$ cat config.mk
export PLATFORM = sky130hd
export DESIGN_NAME = config_text_lexer
export DESIGN_NICKNAME = d
export VERILOG_FILES = /design/src/ctl_lex_pkg.sv /design/src/ctl_lex_core.sv /design/src/ctl_lex_outq.sv /design/src/config_text_lexer.sv
export SDC_FILE = /design/constraint.sdc
export NUM_CORES = 1
export LEC_CHECK = 0
export BUFFER_PORTS_ARGS = -buffer_cell sky130_fd_sc_hd__buf_2
export CAP_MARGIN = 20
export CORE_AREA = 4 4 113 126
export CTS_BUF_LIST = sky130_fd_sc_hd__clkbuf_16
export CTS_CLUSTER_SIZE = 28
export DETAILED_ROUTE_END_ITERATION = 10
export DIE_AREA = 0 0 117 130
export HOLD_SLACK_MARGIN = 0.02
export PLACE_DENSITY = 0.79
export RECOVER_POWER = 100
export SKIP_CTS_REPAIR_TIMING = 1
export SYNTH_ARGS = -nofsm -noshare
export SYNTH_HDL_FRONTEND = slang
export SYNTH_SLANG_ARGS = --single-unit
export TNS_END_PERCENT = 100
$ cat constraint.sdc
create_clock -name clk -period 8.4 [get_ports clk]
set_clock_uncertainty 0.05 [all_clocks]
set_input_delay 0.84 -clock clk [delete_from_list [all_inputs] [get_ports clk]]
set_output_delay 0.84 -clock clk [all_outputs]
set_load 0.02 [all_outputs]
$ cat src/ctl_lex_pkg.sv
// shared types and character constants for the config text lexer
`timescale 1ns / 1ps

package ctl_lex_pkg;

  localparam int MaxRes = 4;

  // result event codes
  localparam logic [1:0] EV_CHAR = 2'd0;
  localparam logic [1:0] EV_END  = 2'd1;
  localparam logic [1:0] EV_ERR  = 2'd2;
  localparam logic [1:0] EV_DONE = 2'd3;

  // token kinds
  localparam logic [2:0] K_OP    = 3'd0;
  localparam logic [2:0] K_NAME  = 3'd1;
  localparam logic [2:0] K_INT   = 3'd2;
  localparam logic [2:0] K_FLOAT = 3'd3;
  localparam logic [2:0] K_STR   = 3'd4;

  // characters
  localparam logic [7:0] CH_COMMA  = 8'h2C;
  localparam logic [7:0] CH_EQ     = 8'h3D;
  localparam logic [7:0] CH_LBRACE = 8'h7B;
  localparam logic [7:0] CH_RBRACE = 8'h7D;
  localparam logic [7:0] CH_LBRACK = 8'h5B;
  localparam logic [7:0] CH_RBRACK = 8'h5D;
  localparam logic [7:0] CH_MINUS  = 8'h2D;
  localparam logic [7:0] CH_DOT    = 8'h2E;
  localparam logic [7:0] CH_UNDER  = 8'h5F;
  localparam logic [7:0] CH_QUOTE  = 8'h22;
  localparam logic [7:0] CH_TAB    = 8'h09;
  localparam logic [7:0] CH_NL     = 8'h0A;
  localparam logic [7:0] CH_SPACE  = 8'h20;

  typedef struct packed {
    logic [1:0] ev;
    logic [7:0] chr;
    logic [2:0] kind;
  } res_t;

  // all results caused by one input byte
  typedef struct packed {
    res_t [MaxRes-1:0] ent;
    logic [2:0]        cnt;
    logic [31:0]       line;
    // line of the done result, which follows a newline on the same byte
    logic [31:0]       line_done;
  } batch_t;

  function automatic res_t mk_res(logic [1:0] ev, logic [7:0] chr, logic [2:0] kind);
    res_t r;
    r.ev   = ev;
    r.chr  = chr;
    r.kind = kind;
    return r;
  endfunction

endpackage

$ cat src/ctl_lex_core.sv
// lexer state and per-byte result builder
`timescale 1ns / 1ps

module ctl_lex_core (
  input  logic                clk,
  input  logic                rst,
  input  logic                accept,
  input  logic [7:0]          char_byte,
  input  logic                end_of_text,
  output ctl_lex_pkg::batch_t batch
);
  import ctl_lex_pkg::*;

  typedef enum logic [2:0] {
    M_IDLE = 3'd0,
    M_NAME = 3'd1,
    M_NUM  = 3'd2,
    M_STR  = 3'd3,
    M_DROP = 3'd4
  } mode_t;

  mode_t       mode, mode_next;
  logic        saw_dot, saw_dot_next;
  logic [31:0] line_count, line_count_next;

  logic is_digit, is_alpha, is_oper;

  assign is_digit = (char_byte >= 8'h30) && (char_byte <= 8'h39);
  assign is_alpha = ((char_byte >= 8'h61) && (char_byte <= 8'h7A)) ||
                    ((char_byte >= 8'h41) && (char_byte <= 8'h5A));
  assign is_oper  = (char_byte == CH_COMMA)  || (char_byte == CH_EQ) ||
                    (char_byte == CH_LBRACE) || (char_byte == CH_RBRACE) ||
                    (char_byte == CH_LBRACK) || (char_byte == CH_RBRACK);

  always_comb begin
    logic [2:0]               n;
    logic                     fresh;
    res_t [MaxRes-1:0]        ent;
    logic [31:0]              done_line;
    mode_next       = mode;
    saw_dot_next    = saw_dot;
    line_count_next = line_count;
    n               = 3'd0;
    fresh           = 1'b0;
    ent             = '0;
    done_line       = line_count;

    unique case (mode)
      M_NAME: begin
        if (is_alpha || is_digit || char_byte == CH_UNDER || char_byte == CH_DOT) begin
          ent[n[1:0]] = mk_res(EV_CHAR, char_byte, K_NAME);
          n = n + 3'd1;
        end else begin
          ent[n[1:0]] = mk_res(EV_END, 8'd0, K_NAME);
          n = n + 3'd1;
          mode_next = M_IDLE;
          fresh = 1'b1;
        end
      end
      M_NUM: begin
        if (is_digit || char_byte == CH_DOT) begin
          if (char_byte == CH_DOT) saw_dot_next = 1'b1;
          ent[n[1:0]] = mk_res(EV_CHAR, char_byte, saw_dot_next ? K_FLOAT : K_INT);
          n = n + 3'd1;
        end else begin
          ent[n[1:0]] = mk_res(EV_END, 8'd0, saw_dot ? K_FLOAT : K_INT);
          n = n + 3'd1;
          mode_next = M_IDLE;
          saw_dot_next = 1'b0;
          fresh = 1'b1;
        end
      end
      M_STR: begin
        if (char_byte == CH_QUOTE) begin
          ent[n[1:0]] = mk_res(EV_END, 8'd0, K_STR);
          mode_next = M_IDLE;
        end else begin
          ent[n[1:0]] = mk_res(EV_CHAR, char_byte, K_STR);
        end
        n = n + 3'd1;
      end
      M_DROP: begin
      end
      default: begin
        mode_next = M_IDLE;
        fresh = 1'b1;
      end
    endcase

    if (fresh) begin
      priority if (char_byte == CH_SPACE || char_byte == CH_TAB) begin
      end else if (char_byte == CH_NL) begin
        if (line_count != 32'hFFFF_FFFF) line_count_next = line_count + 32'd1;
      end else if (is_oper) begin
        ent[n[1:0]] = mk_res(EV_CHAR, char_byte, K_OP);
        n = n + 3'd1;
        ent[n[1:0]] = mk_res(EV_END, 8'd0, K_OP);
        n = n + 3'd1;
      end else if (is_alpha || char_byte == CH_UNDER) begin
        ent[n[1:0]] = mk_res(EV_CHAR, char_byte, K_NAME);
        n = n + 3'd1;
        mode_next = M_NAME;
      end else if (is_digit || char_byte == CH_MINUS) begin
        saw_dot_next = 1'b0;
        ent[n[1:0]] = mk_res(EV_CHAR, char_byte, K_INT);
        n = n + 3'd1;
        mode_next = M_NUM;
      end else if (char_byte == CH_QUOTE) begin
        mode_next = M_STR;
      end else begin
        ent[n[1:0]] = mk_res(EV_ERR, char_byte, K_OP);
        n = n + 3'd1;
        mode_next = M_DROP;
      end
    end

    if (end_of_text) begin
      // the done result sees a newline counted on this same byte
      done_line = line_count_next;
      // close any open token before the done result
      unique case (mode_next)
        M_NAME: begin
          ent[n[1:0]] = mk_res(EV_END, 8'd0, K_NAME);
          n = n + 3'd1;
        end
        M_NUM: begin
          ent[n[1:0]] = mk_res(EV_END, 8'd0, saw_dot_next ? K_FLOAT : K_INT);
          n = n + 3'd1;
        end
        M_STR: begin
          ent[n[1:0]] = mk_res(EV_END, 8'd0, K_STR);
          n = n + 3'd1;
        end
        default: begin
        end
      endcase
      ent[n[1:0]] = mk_res(EV_DONE, 8'd0, K_OP);
      n = n + 3'd1;
      mode_next = M_IDLE;
      saw_dot_next = 1'b0;
      line_count_next = 32'd1;
    end

    batch.ent       = ent;
    batch.cnt       = n;
    batch.line      = line_count;
    batch.line_done = done_line;
  end

  always_ff @(posedge clk) begin
    if (rst) begin
      mode       <= M_IDLE;
      saw_dot    <= 1'b0;
      line_count <= 32'd1;
    end else if (accept) begin
      mode       <= mode_next;
      saw_dot    <= saw_dot_next;
      line_count <= line_count_next;
    end
  end

endmodule

$ cat src/ctl_lex_outq.sv
// result register that hands out one byte's results one per cycle while res_stall is low
`timescale 1ns / 1ps

module ctl_lex_outq (
  input  logic                clk,
  input  logic                rst,
  input  logic                load,
  input  ctl_lex_pkg::batch_t batch_in,
  output logic                free,
  output logic                res_valid,
  input  logic                res_stall,
  output logic [1:0]          event_res,
  output logic [7:0]          token_byte,
  output logic [2:0]          token_kind,
  output logic [31:0]         line_number,
  output logic                last_result
);
  import ctl_lex_pkg::*;

  batch_t     bat;
  logic [2:0] cnt;
  logic [1:0] idx;
  logic       take;

  assign res_valid   = (cnt != 3'd0);
  assign take        = res_valid && !res_stall;
  assign last_result = (({1'b0, idx} + 3'd1) == cnt);
  // a new transaction may load in the cycle the final result leaves
  assign free        = !res_valid || (take && last_result);

  assign event_res   = bat.ent[idx].ev;
  assign token_byte  = bat.ent[idx].chr;
  assign token_kind  = bat.ent[idx].kind;
  assign line_number = (bat.ent[idx].ev == EV_DONE) ? bat.line_done : bat.line;

  always_ff @(posedge clk) begin
    if (rst) begin
      cnt <= 3'd0;
      idx <= 2'd0;
    end else if (load) begin
      cnt <= batch_in.cnt;
      idx <= 2'd0;
    end else if (take) begin
      if (last_result) begin
        cnt <= 3'd0;
        idx <= 2'd0;
      end else begin
        idx <= idx + 2'd1;
      end
    end
  end

  always_ff @(posedge clk) begin
    if (load) bat <= batch_in;
  end

endmodule

$ cat src/config_text_lexer.sv
// top level of the config text lexer
`timescale 1ns / 1ps
//
// channel   handshake              payload
// item      item_valid/item_stall  char_byte, end_of_text
// result    res_valid/res_stall    event_res, token_byte, token_kind, line_number,
//                                  last_result
//
// one input byte is accepted per cycle while each byte causes at most one result and res_stall
// is low; a byte that causes several results holds the input until its last result leaves
// bytes that cause no result (blanks, newlines, dropped bytes) never load the result register
// rst is synchronous; after it the lexer is between tokens on line 1
// item_stall is high while earlier results are still in the result register, except as the final one leaves
module config_text_lexer (
  input  logic        clk,
  input  logic        rst,
  input  logic        item_valid,
  output logic        item_stall,
  input  logic [7:0]  char_byte,
  input  logic        end_of_text,
  output logic        res_valid,
  input  logic        res_stall,
  output logic [1:0]  event_res,
  output logic [7:0]  token_byte,
  output logic [2:0]  token_kind,
  output logic [31:0] line_number,
  output logic        last_result
);
  import ctl_lex_pkg::*;

  batch_t batch;
  logic   free;
  logic   accept;

  assign item_stall = !free;
  assign accept     = item_valid && free;

  ctl_lex_core u_core (
    .clk         (clk),
    .rst         (rst),
    .accept      (accept),
    .char_byte   (char_byte),
    .end_of_text (end_of_text),
    .batch       (batch)
  );

  ctl_lex_outq u_outq (
    .clk         (clk),
    .rst         (rst),
    .load        (accept && (batch.cnt != 3'd0)),
    .batch_in    (batch),
    .free        (free),
    .res_valid   (res_valid),
    .res_stall   (res_stall),
    .event_res   (event_res),
    .token_byte  (token_byte),
    .token_kind  (token_kind),
    .line_number (line_number),
    .last_result (last_result)
  );

endmodule

==> impl_metrics.tcl, run 1 <==
set metrics [dict create \
    initial_core_util_pct 60.1 \
    cts_made_buffers 17 \
    synth_area_mm2 0.00781 \
    pin_count_of_the_biggest_net_entering_global_routing 101 \
    cp.arrival_ns 6.02 \
    avgViaCountPerCell 6.30 \
    core_region_area_mm2 0.0130 \
    end_kind "register" \
    synth-seq-cells 141 \
    setup_viol_count_final 0 \
    synth.distinct_cells 89 \
    clock_tree.htree_level_count 4 \
    synth-edff-count 100 \
    period_utilization_pct 71.1 \
    floorplan.io_pins 61 \
    ys_async_sr_fraction_pct 0 \
    tritoncts_clock_tree "yes" \
    globalRoute.totalOverflow 0 \
    run_status "finished, violations left" \
    max-vdd-ir-drop_uv 134 \
    post-dp-hpwl_mm 11.8 \
    n_antenna_cell 0 \
    antenna_left 0 \
    worstMarginPinSlew_ns 1.93 \
    clock_power_share_pct 30.9 \
    routedWlPerCell_um 18.9 \
    area_delta_synth_final_pct 9.67 \
    portbufs 60 \
    drt-pass1-iter-count 5 \
    post-route-min-period_ns 5.98 \
    grt_first_pass_wirelength_mm 28.3 \
    gr-usage-all-layers_pct 23.6 \
    power_switching_share_pct 32.8 \
    detail_route.iter0.violations 471 \
    comb_power_share_pct 28.0 \
    chipWidth_um 117 \
    routed-via-count 5958 \
    final_util_pct 65.9 \
    failing_checks "capacitance limit, slew limit" \
    p_int_uw 1640 \
    timing_hold_violations_final 0 \
    fmax_ghz 0.167 \
    rows 44 \
    startpoint_type_of_the_worst_setup_path "input pin" \
    route.detailed.drc 0 \
    grt_antenna_before_repair 0 \
    mappedNetlistNets 759 \
    clock_latency_ns 0.41 \
    net-switching-power_uw 801 \
    crit_path_max_fanout 51 \
    most_frequent_cells_in_the_layout "edfxtp_1 (100), nor2_1 (62), a21oi_1 (57), nand2_1 (49), clkbuf_1 (49)" \
    slew_headroom_pct -28.4 \
    power.leakage_uw 0.00300 \
    syn-instance-count 734 \
    cts.sinks 141 \
    setup_tns_after_final_layout_ns 0 \
    synth_ff_type "edfxtp_1" \
    sequentialPowerShare_pct 41.1 \
    seq_area_frac_synth_pct 48.9 \
    cts.path.max_buffers 2 \
    hold_path.class "reg -> reg" \
    yosys_warnings 0 \
    syn_area_per_cell_um2 10.6 \
    die_h_um 130 \
    maxCapViolations 2 \
    p_per_area_mw_per_mm2 285 \
    design.die.area_mm2 0.0152 \
    drive_above_1_share_pct 12.9 \
    vias_in_the_first_global_route 5766 \
    critical_path_class "in -> reg" \
    design.final.nets 796 \
    cp.required_ns 8.44 \
    postRouteWirelength_mm 17.9 \
    report.final.slew_viol_count 67 \
    clk_transition_reported_paths_ns 0.06 \
    grt_setup_unrepaired "false" \
    placer_congestion_estimate 0.918 \
    mostFrequentLayoutCell "edfxtp_1" \
    cts-root-buf "clkbuf_16" \
]
[routing by layer]
metal	vias up	part of all wire [%]	track usage, %
li1	2829	-	-
met1	2858	41	29.2
met2	237	52	41.2
met3	34	5.6	4.04
met4	0	1.7	8.77
met5	-	0	0
[sequential cells by signal, summed over array words and instances (netlist names)]
| name | count |
|---|---|
| u_core.line_count | 32 |
| u_core.mode | 3 |
| u_core.saw_dot | 1 |
| u_outq.bat | 100 |
| u_outq.cnt | 3 |
| u_outq.idx | 2 |
[critical path: stages]
cell and delay, ns:
clkbuf_1 0.36, or3b_1 0.47, nor4_1 0.61, inv_1 0.28, ha_1 0.35, o2111a_1 0.26, or2_0 0.30, ha_1 0.32
nor2_1 0.05, a21o_1 0.19, ha_1 0.25, nor3_1 0.19, or4b_1 0.48, nand3_1 0.17, a21o_4 0.52, buf_16 0.31
[metrics by stage]
| step | setup WS, ns | area [um^2] | hold slack, ns | instances | power (uW) |
|---|---|---|---|---|---|
| 2_1_floorplan | 1.55 | 7810 | 0.353 | 734 | 1510 |
| 3_3_place_gp | 2.38 | 8140 | 0.416 | 912 | 1690 |
| 3_5_place_dp | 2.22 | 8140 | 0.423 | 912 | 1720 |
| 4_1_cts | 2.61 | 8740 | 0.436 | 944 | 2470 |
| 5_1_grt | 1.97 | 8570 | 0.471 | 945 | 2540 |
| 6_report | 2.42 | 8570 | 0.437 | 945 | 2440 |
[power groups by stage]
stage | combinational [uW] | sequential, uW | clock [uW]
detailed placement | 694 | 1020 | 0
floorplan | 506 | 1010 | 0
global placement | 681 | 1010 | 0
global route | 735 | 1020 | 785
CTS | 701 | 1010 | 758
finish | 682 | 1000 | 754
[worst paths after layout]
kind,slack [ns],startpoint,depth (start not counted),end
setup / recovery,2.42,char_byte[1],16,u_outq.bat[49]$_DFFE_PP_
hold / removal,0.44,u_core.line_count[31]$_SDFFE_PP0P_,0,u_outq.bat[63]$_DFFE_PP_
setup reg to reg,3.35,u_outq.idx[0]$_SDFFE_PP0P_,11,u_outq.bat[49]$_DFFE_PP_
hold reg to reg,0.44,u_core.line_count[31]$_SDFFE_PP0P_,0,u_outq.bat[63]$_DFFE_PP_
[kinds of logic (layout without fill, tap and decap cells)]
| family | count (synthesis) | count (layout) | share of synthesized area, % |
|---|---|---|---|
| flops | 141 | 141 | 48.9 |
| mux | 46 | 46 | 7.22 |
| buf+inv | 67 | 117 | 3.75 |
| simple gates | 257 | 257 | 18.4 |
| fa+ha+maj | 12 | 12 | 1.92 |
| compound gates | 175 | 175 | 15.6 |
| xor+xnor | 36 | 36 | 4.13 |
[Yosys cell counts (all sizes together), types with 5 or more instances]
cell / n / share of area [%]
nor3: 21 / 1.7
xor2: 19 / 2.1
buf: 23 / 1.5
nand2: 49 / 2.4
o31ai: 5 / 0.54
dfxtp: 41 / 11
clkbuf: 24 / 1.3
and3: 12 / 0.96
and2: 20 / 1.6
or2: 6 / 0.48
nor2: 64 / 3.3
nand3: 28 / 1.8
o21ai: 39 / 2.5
edfxtp: 100 / 38
or3: 16 / 1.3
a21oi: 58 / 3.9
mux2: 33 / 4.8
inv: 20 / 0.96
nor4: 7 / 1.2
o211ai: 7 / 0.85
mux2i: 8 / 1.0
mux4: 5 / 1.4
xnor2: 17 / 2.0
ha: 12 / 1.9
nand4: 6 / 0.86
a31oi: 12 / 0.96
[layout make-up]
type	count	area, um^2
Clock inverter	15	173
Tap cell	161	201
Sequential cell	141	3820
Timing Repair Buffer	65	289
Inverter	20	75.1
Multi-Input combinational cell	526	3580
Clock buffer	17	425
Fill cell	1022	4420
Power figures use the tool's default switching activity.
==> inputs of run 2 (changes only) <==
==> constraint.sdc (replaced) <==
create_clock -name clk -period 5.99 [get_ports clk]
set_clock_uncertainty 0.05 [all_clocks]
set_input_delay 0.599 -clock clk [delete_from_list [all_inputs] [get_ports clk]]
set_output_delay 0.599 -clock clk [all_outputs]
set_load 0.02 [all_outputs]
==> run 2 against run 1 <==
The flow still finishes with violations (capacitance limit, slew limit). Count of clock-buffer cells in the layout stayed put. Via count is 1.4% lower. Cell area hardly changed. Largest power group unchanged.
==> impl_metrics.tcl, run 2 (synthesis results as in run 1) <==
set metrics [dict create \
    grt_setup_unrepaired "false" \
    post-route-min-period_ns 5.24 \
    portbufs 60 \
    placer_congestion_estimate 0.925 \
    drive_above_1_share_pct 12.7 \
    core_region_area_mm2 0.0130 \
    drt-pass1-iter-count 5 \
    failing_checks "capacitance limit, slew limit" \
    initial_core_util_pct 60.1 \
    routedWlPerCell_um 18.5 \
    timing_hold_violations_final 0 \
    globalRoute.totalOverflow 0 \
    most_frequent_cells_in_the_layout "edfxtp_1 (100), nor2_1 (62), a21oi_1 (57), clkbuf_1 (50), nand2_1 (49)" \
    ff2ff_path_depth 11 \
    grt_antenna_before_repair 0 \
    max_ffs_per_register 100 \
    count_of_buffer_and_inverter_cells_on_the_critical_path 3 \
    cts-root-buf "clkbuf_16" \
    end_kind "register" \
    slew_headroom_pct -5.45 \
    mostFrequentLayoutCell "edfxtp_1" \
    vias_in_the_first_global_route 5808 \
    startpoint_type_of_the_worst_setup_path "input pin" \
    clock_tree.htree_level_count 4 \
    holdPathStages 0 \
    cts.path.max_buffers 2 \
    run_status "finished, violations left" \
    detail_route.iter0.violations 409 \
    critical_path_class "in -> reg" \
    worst_path_largest_cell_delay_ns 0.70 \
    power.leakage_uw 0.00300 \
    design.die.area_mm2 0.0152 \
    rows 44 \
    n_antenna_cell 0 \
    final_critical_path_setup_slack_ns 0.749 \
    postRouteWirelength_mm 17.5 \
    route.detailed.drc 0 \
    clock_latency_ns 0.41 \
    area_delta_synth_final_pct 9.72 \
    hold_path.class "reg -> reg" \
    cts.sinks 141 \
    grt_first_pass_wirelength_mm 28.6 \
    avgViaCountPerCell 6.20 \
    maxCapViolations 1 \
    cts_made_buffers 17 \
    timing.critical_path.max_delay_family "simple AND/OR/NAND/NOR gates" \
    path_depth 17 \
    setup_tns_after_final_layout_ns 0 \
    report.final.slew_viol_count 34 \
    cp.arrival_ns 5.28 \
    die_h_um 130 \
    critPathCapture "u_outq.bat[23]$_DFFE_PP_" \
    registers.top_by_ff_count "u_outq.bat" \
    chipWidth_um 117 \
    antenna_left 0 \
    clk_transition_reported_paths_ns 0.05 \
    design.final.nets 798 \
    regToRegEndpoint "u_core.line_count[16]$_SDFFE_PP0P_" \
    worstMarginPinSlew_ns 1.58 \
    post-dp-hpwl_mm 12.0 \
    tritoncts_clock_tree "yes" \
    cp.required_ns 6.02 \
    setup_viol_count_final 0 \
    final_util_pct 66.0 \
    period_utilization_pct 87.5 \
    critical_path_cell_by_cell "clkbuf_1 > or2_1 > or2_1 > nor4_1 > inv_1 > ha_1 > o2111a_1 > or2_1 > ha_1 > nor2_1 > a21o_1 > ha_1 > nor3_1 > or4b_1 > nand3_1 > a21o_4 > buf_12" \
    worst_r2r_startpoint "u_outq.idx[0]$_SDFFE_PP0P_" \
    pin_count_of_the_biggest_net_entering_global_routing 62 \
    gr-usage-all-layers_pct 23.8 \
    max-vdd-ir-drop_uv 233 \
    startpoint "char_byte[7]" \
    fmax_ghz 0.191 \
    floorplan.io_pins 61 \
    largest_registers "u_outq.bat: 100 flops, u_core.line_count: 32 flops" \
    worst_path_slowest_cell "nor4_1" \
    r2r_slack_ns 1.24 \
    routed-via-count 5874 \
    detailedPlace.worstSlack_ns 0.606 \
    crit_path_max_fanout 58 \
    p_per_area_mw_per_mm2 395 \
]
run 2: power by group:
group	total (uW)	internal, uW	switching, uW
logic	953	313	640
registers	1400	1330	69.3
clock network	1030	645	387
run 2: final cells by class:
cell class              count  area, um^2
well taps                 161         201
inverters                  20        75.1
repair buffers             67         305
clock buffers              17         425
flip-flops and latches    141        3820
fillers                  1038        4420
multi-input cells         526        3580
clock inverters            15         158
run 2: how the worst min path moves through the flow:
stage | slack, ns | start | end
final | 0.44 | u_core.line_count[31]$_SDFFE_PP0P_ | u_outq.bat[63]$_DFFE_PP_
after floorplan | 0.35 | u_core.line_count[8]$_SDFFE_PP0P_ | u_outq.bat[40]$_DFFE_PP_
after CTS | 0.44 | u_core.line_count[31]$_SDFFE_PP0P_ | u_outq.bat[63]$_DFFE_PP_
after global routing | 0.47 | u_core.line_count[31]$_SDFFE_PP0P_ | u_outq.bat[63]$_DFFE_PP_
after global placement | 0.41 | u_core.line_count[31]$_SDFFE_PP0P_ | u_outq.bat[63]$_DFFE_PP_
after detailed placement | 0.43 | u_core.line_count[31]$_SDFFE_PP0P_ | u_outq.bat[63]$_DFFE_PP_
run 2: per-stage QoR:
| step | total power [uW] | cells | cell area (um^2) | hold WS [ns] |
|---|---|---|---|---|
| 6_report | 3390 | 947 | 8570 | 0.443 |
| 3_3_place_gp | 2400 | 914 | 8180 | 0.414 |
| 4_1_cts | 3460 | 946 | 8760 | 0.443 |
| 2_1_floorplan | 2110 | 734 | 7810 | 0.353 |
| 5_1_grt | 3540 | 947 | 8570 | 0.475 |
| 3_5_place_dp | 2430 | 914 | 8180 | 0.428 |
run 2: per-layer routing:
layer / track usage, % / routed length, um / vias up
li1: - / - / 2825
met1: 29.3 / 7040 / 2841
met3: 5.19 / 963 / 19
met2: 42.2 / 9300 / 189
met5: 0 / 0 / -
met4: 6.21 / 208 / 0
run 2: worst reg2reg max path, delay by kind of cell, from the launching register on:
family	cells	cell delay [ns]
fa+ha+maj	1	0.40
buf+inv	2	1.30
simple gates	5	1.52
flops	1	1.01
compound gates	2	0.24
xor+xnor	1	0.15
==> inputs of run 3 (changes only) <==
--- a/config.mk
+++ b/config.mk
@@ -13,6 +13,7 @@
 export DETAILED_ROUTE_END_ITERATION = 10
 export DIE_AREA = 0 0 117 130
 export HOLD_SLACK_MARGIN = 0.02
+export MAX_ROUTING_LAYER = met4
 export PLACE_DENSITY = 0.79
 export RECOVER_POWER = 100
 export SKIP_CTS_REPAIR_TIMING = 1
==> run 3 against run 2 <==
The flow still finishes with violations (capacitance limit, slew limit). First-iteration DRC count increased by 31%. Count of clock-buffer cells in the layout unchanged. Critical path depth unchanged. Total power increased by 0.62%. Clock power about the same. Die area unchanged. Fmax decreased by 1.4%. Global-route usage increased by 1.4 points. Critical endpoint is now u_outq.bat[57]$_DFFE_PP_. Largest cell class unchanged.
==> impl_metrics.tcl, run 3 (synthesis results as in run 1) <==
set metrics [dict create \
    layout.cells.non_filler 947 \
    drt-pass1-iter-count 5 \
    cts.sinks 141 \
    maxCapViolations 2 \
    die_h_um 130 \
    avgViaCountPerCell 6.31 \
    drive_above_1_share_pct 13.0 \
    postRouteWirelength_mm 17.8 \
    globalRoute.totalOverflow 0 \
    clock_tree.htree_level_count 4 \
    most_frequent_cells_in_the_layout "edfxtp_1 (100), nor2_1 (62), a21oi_1 (57), clkbuf_1 (50), nand2_1 (49)" \
    max_ffs_per_register 100 \
    startpoint_type_of_the_worst_setup_path "input pin" \
    cts.path.max_buffers 2 \
    timing_hold_violations_final 0 \
    p_per_area_mw_per_mm2 397 \
    cts-root-buf "clkbuf_16" \
    cts_made_buffers 17 \
    routed-via-count 5972 \
    clock_latency_ns 0.42 \
    antenna_left 0 \
    worst_r2r_startpoint "u_outq.idx[0]$_SDFFE_PP0P_" \
    grt_first_pass_wirelength_mm 29.2 \
    area_delta_synth_final_pct 9.98 \
    placer_congestion_estimate 0.946 \
    largest_registers "u_outq.bat: 100 flops, u_core.line_count: 32 flops" \
    report.final.slew_viol_count 67 \
    core_region_area_mm2 0.0130 \
    crit_path_max_fanout 57 \
    r2r_slack_ns 1.36 \
    vias_in_the_first_global_route 5919 \
    hold_path.class "reg -> reg" \
    worstMarginPinSlew_ns 1.81 \
    design.die.area_mm2 0.0152 \
    detailedPlace.worstSlack_ns 0.611 \
    gr-usage-all-layers_pct 25.2 \
    tritoncts_clock_tree "yes" \
    detail_route.iter0.violations 534 \
    stdcell_area_mm2 0.00859 \
    portbufs 60 \
    grt_antenna_before_repair 0 \
    run_status "finished, violations left" \
    ff2ff_path_depth 11 \
    initial_core_util_pct 60.1 \
    slew_headroom_pct -20.3 \
    route.detailed.drc 0 \
    n_antenna_cell 0 \
    setup_viol_count_final 0 \
    design.final.nets 798 \
    period_utilization_pct 88.8 \
    clk_transition_reported_paths_ns 0.06 \
    critical_path_class "in -> reg" \
    failing_checks "capacitance limit, slew limit" \
    routedWlPerCell_um 18.8 \
    end_kind "register" \
    post-place-cells 915 \
    post-route-min-period_ns 5.32 \
    mostFrequentLayoutCell "edfxtp_1" \
    pin_count_of_the_biggest_net_entering_global_routing 62 \
    fmax_ghz 0.188 \
    rows 44 \
    power_uw 3410 \
    hold_path.startpoint "u_core.line_count[31]$_SDFFE_PP0P_" \
    max-vdd-ir-drop_uv 198 \
    setup_tns_after_final_layout_ns 0 \
    floorplan.io_pins 61 \
    power.leakage_uw 0.00303 \
    post-dp-hpwl_mm 12.2 \
    cp.arrival_ns 5.36 \
    startpoint "char_byte[7]" \
    final_critical_path_setup_slack_ns 0.673 \
    chipWidth_um 117 \
    registers.top_by_ff_count "u_outq.bat" \
    postPlaceCellArea_mm2 0.00819 \
    cp.required_ns 6.03 \
    grt_setup_unrepaired "false" \
    regToRegEndpoint "u_core.line_count[15]$_SDFFE_PP0P_" \
    critPathCapture "u_outq.bat[57]$_DFFE_PP_" \
]
==> run 3: report_power, final <==
| group | total [uW] | switching [uW] | internal [uW] |
|---|---|---|---|
| combinational | 963 | 649 | 313 |
| clock | 1060 | 402 | 654 |
| sequential | 1390 | 57.3 | 1330 |
==> run 3: per-layer routing <==
metal / vias up / GRT usage (%) / routed length, um
met5: - / - / 0
met4: 0 / 11.0 / 507
met3: 44 / 4.41 / 953
met2: 224 / 41.4 / 9080
met1: 2870 / 30.4 / 7230
li1: 2834 / - / -
==> run 3: final cells by class <==
class,count,area [um^2]
sequential,141,3820
tap,161,201
fill,1017,4400
multi-input combinational,526,3590
inverter,20,75.1
clock inverter,15,173
timing repair buffer,67,305
clock buffer,17,425
==> run 3: through the flow <==
stage	hold WS, ns	utilization (%)
finish	0.456	66.1
global route	0.472	66.1
CTS	0.453	67.6
detailed placement	0.440	63.0
global placement	0.419	63.0
floorplan	0.353	-
==> run 3: worst max-delay path, cell delays in order <==
cell	delay, ns
clkbuf_1	0.12
or2_1	0.30
or2_1	0.34
nor4_1	0.69
inv_1	0.28
ha_1	0.35
o2111a_1	0.26
or2_0	0.29
ha_1	0.31
nor2_1	0.05
a21o_1	0.18
ha_1	0.25
nor3_1	0.19
or4b_1	0.50
nand3_1	0.15
a21o_2	0.18
buf_12	0.29
==> run 3: worst min path at each step <==
stage / end / cells after the start
2_1_floorplan: u_outq.bat[40]$_DFFE_PP_ / 0
3_3_place_gp: u_outq.bat[63]$_DFFE_PP_ / 0
3_5_place_dp: u_outq.bat[63]$_DFFE_PP_ / 0
4_1_cts: u_outq.bat[63]$_DFFE_PP_ / 0
5_1_grt: u_outq.bat[63]$_DFFE_PP_ / 0
6_report: u_outq.bat[63]$_DFFE_PP_ / 0
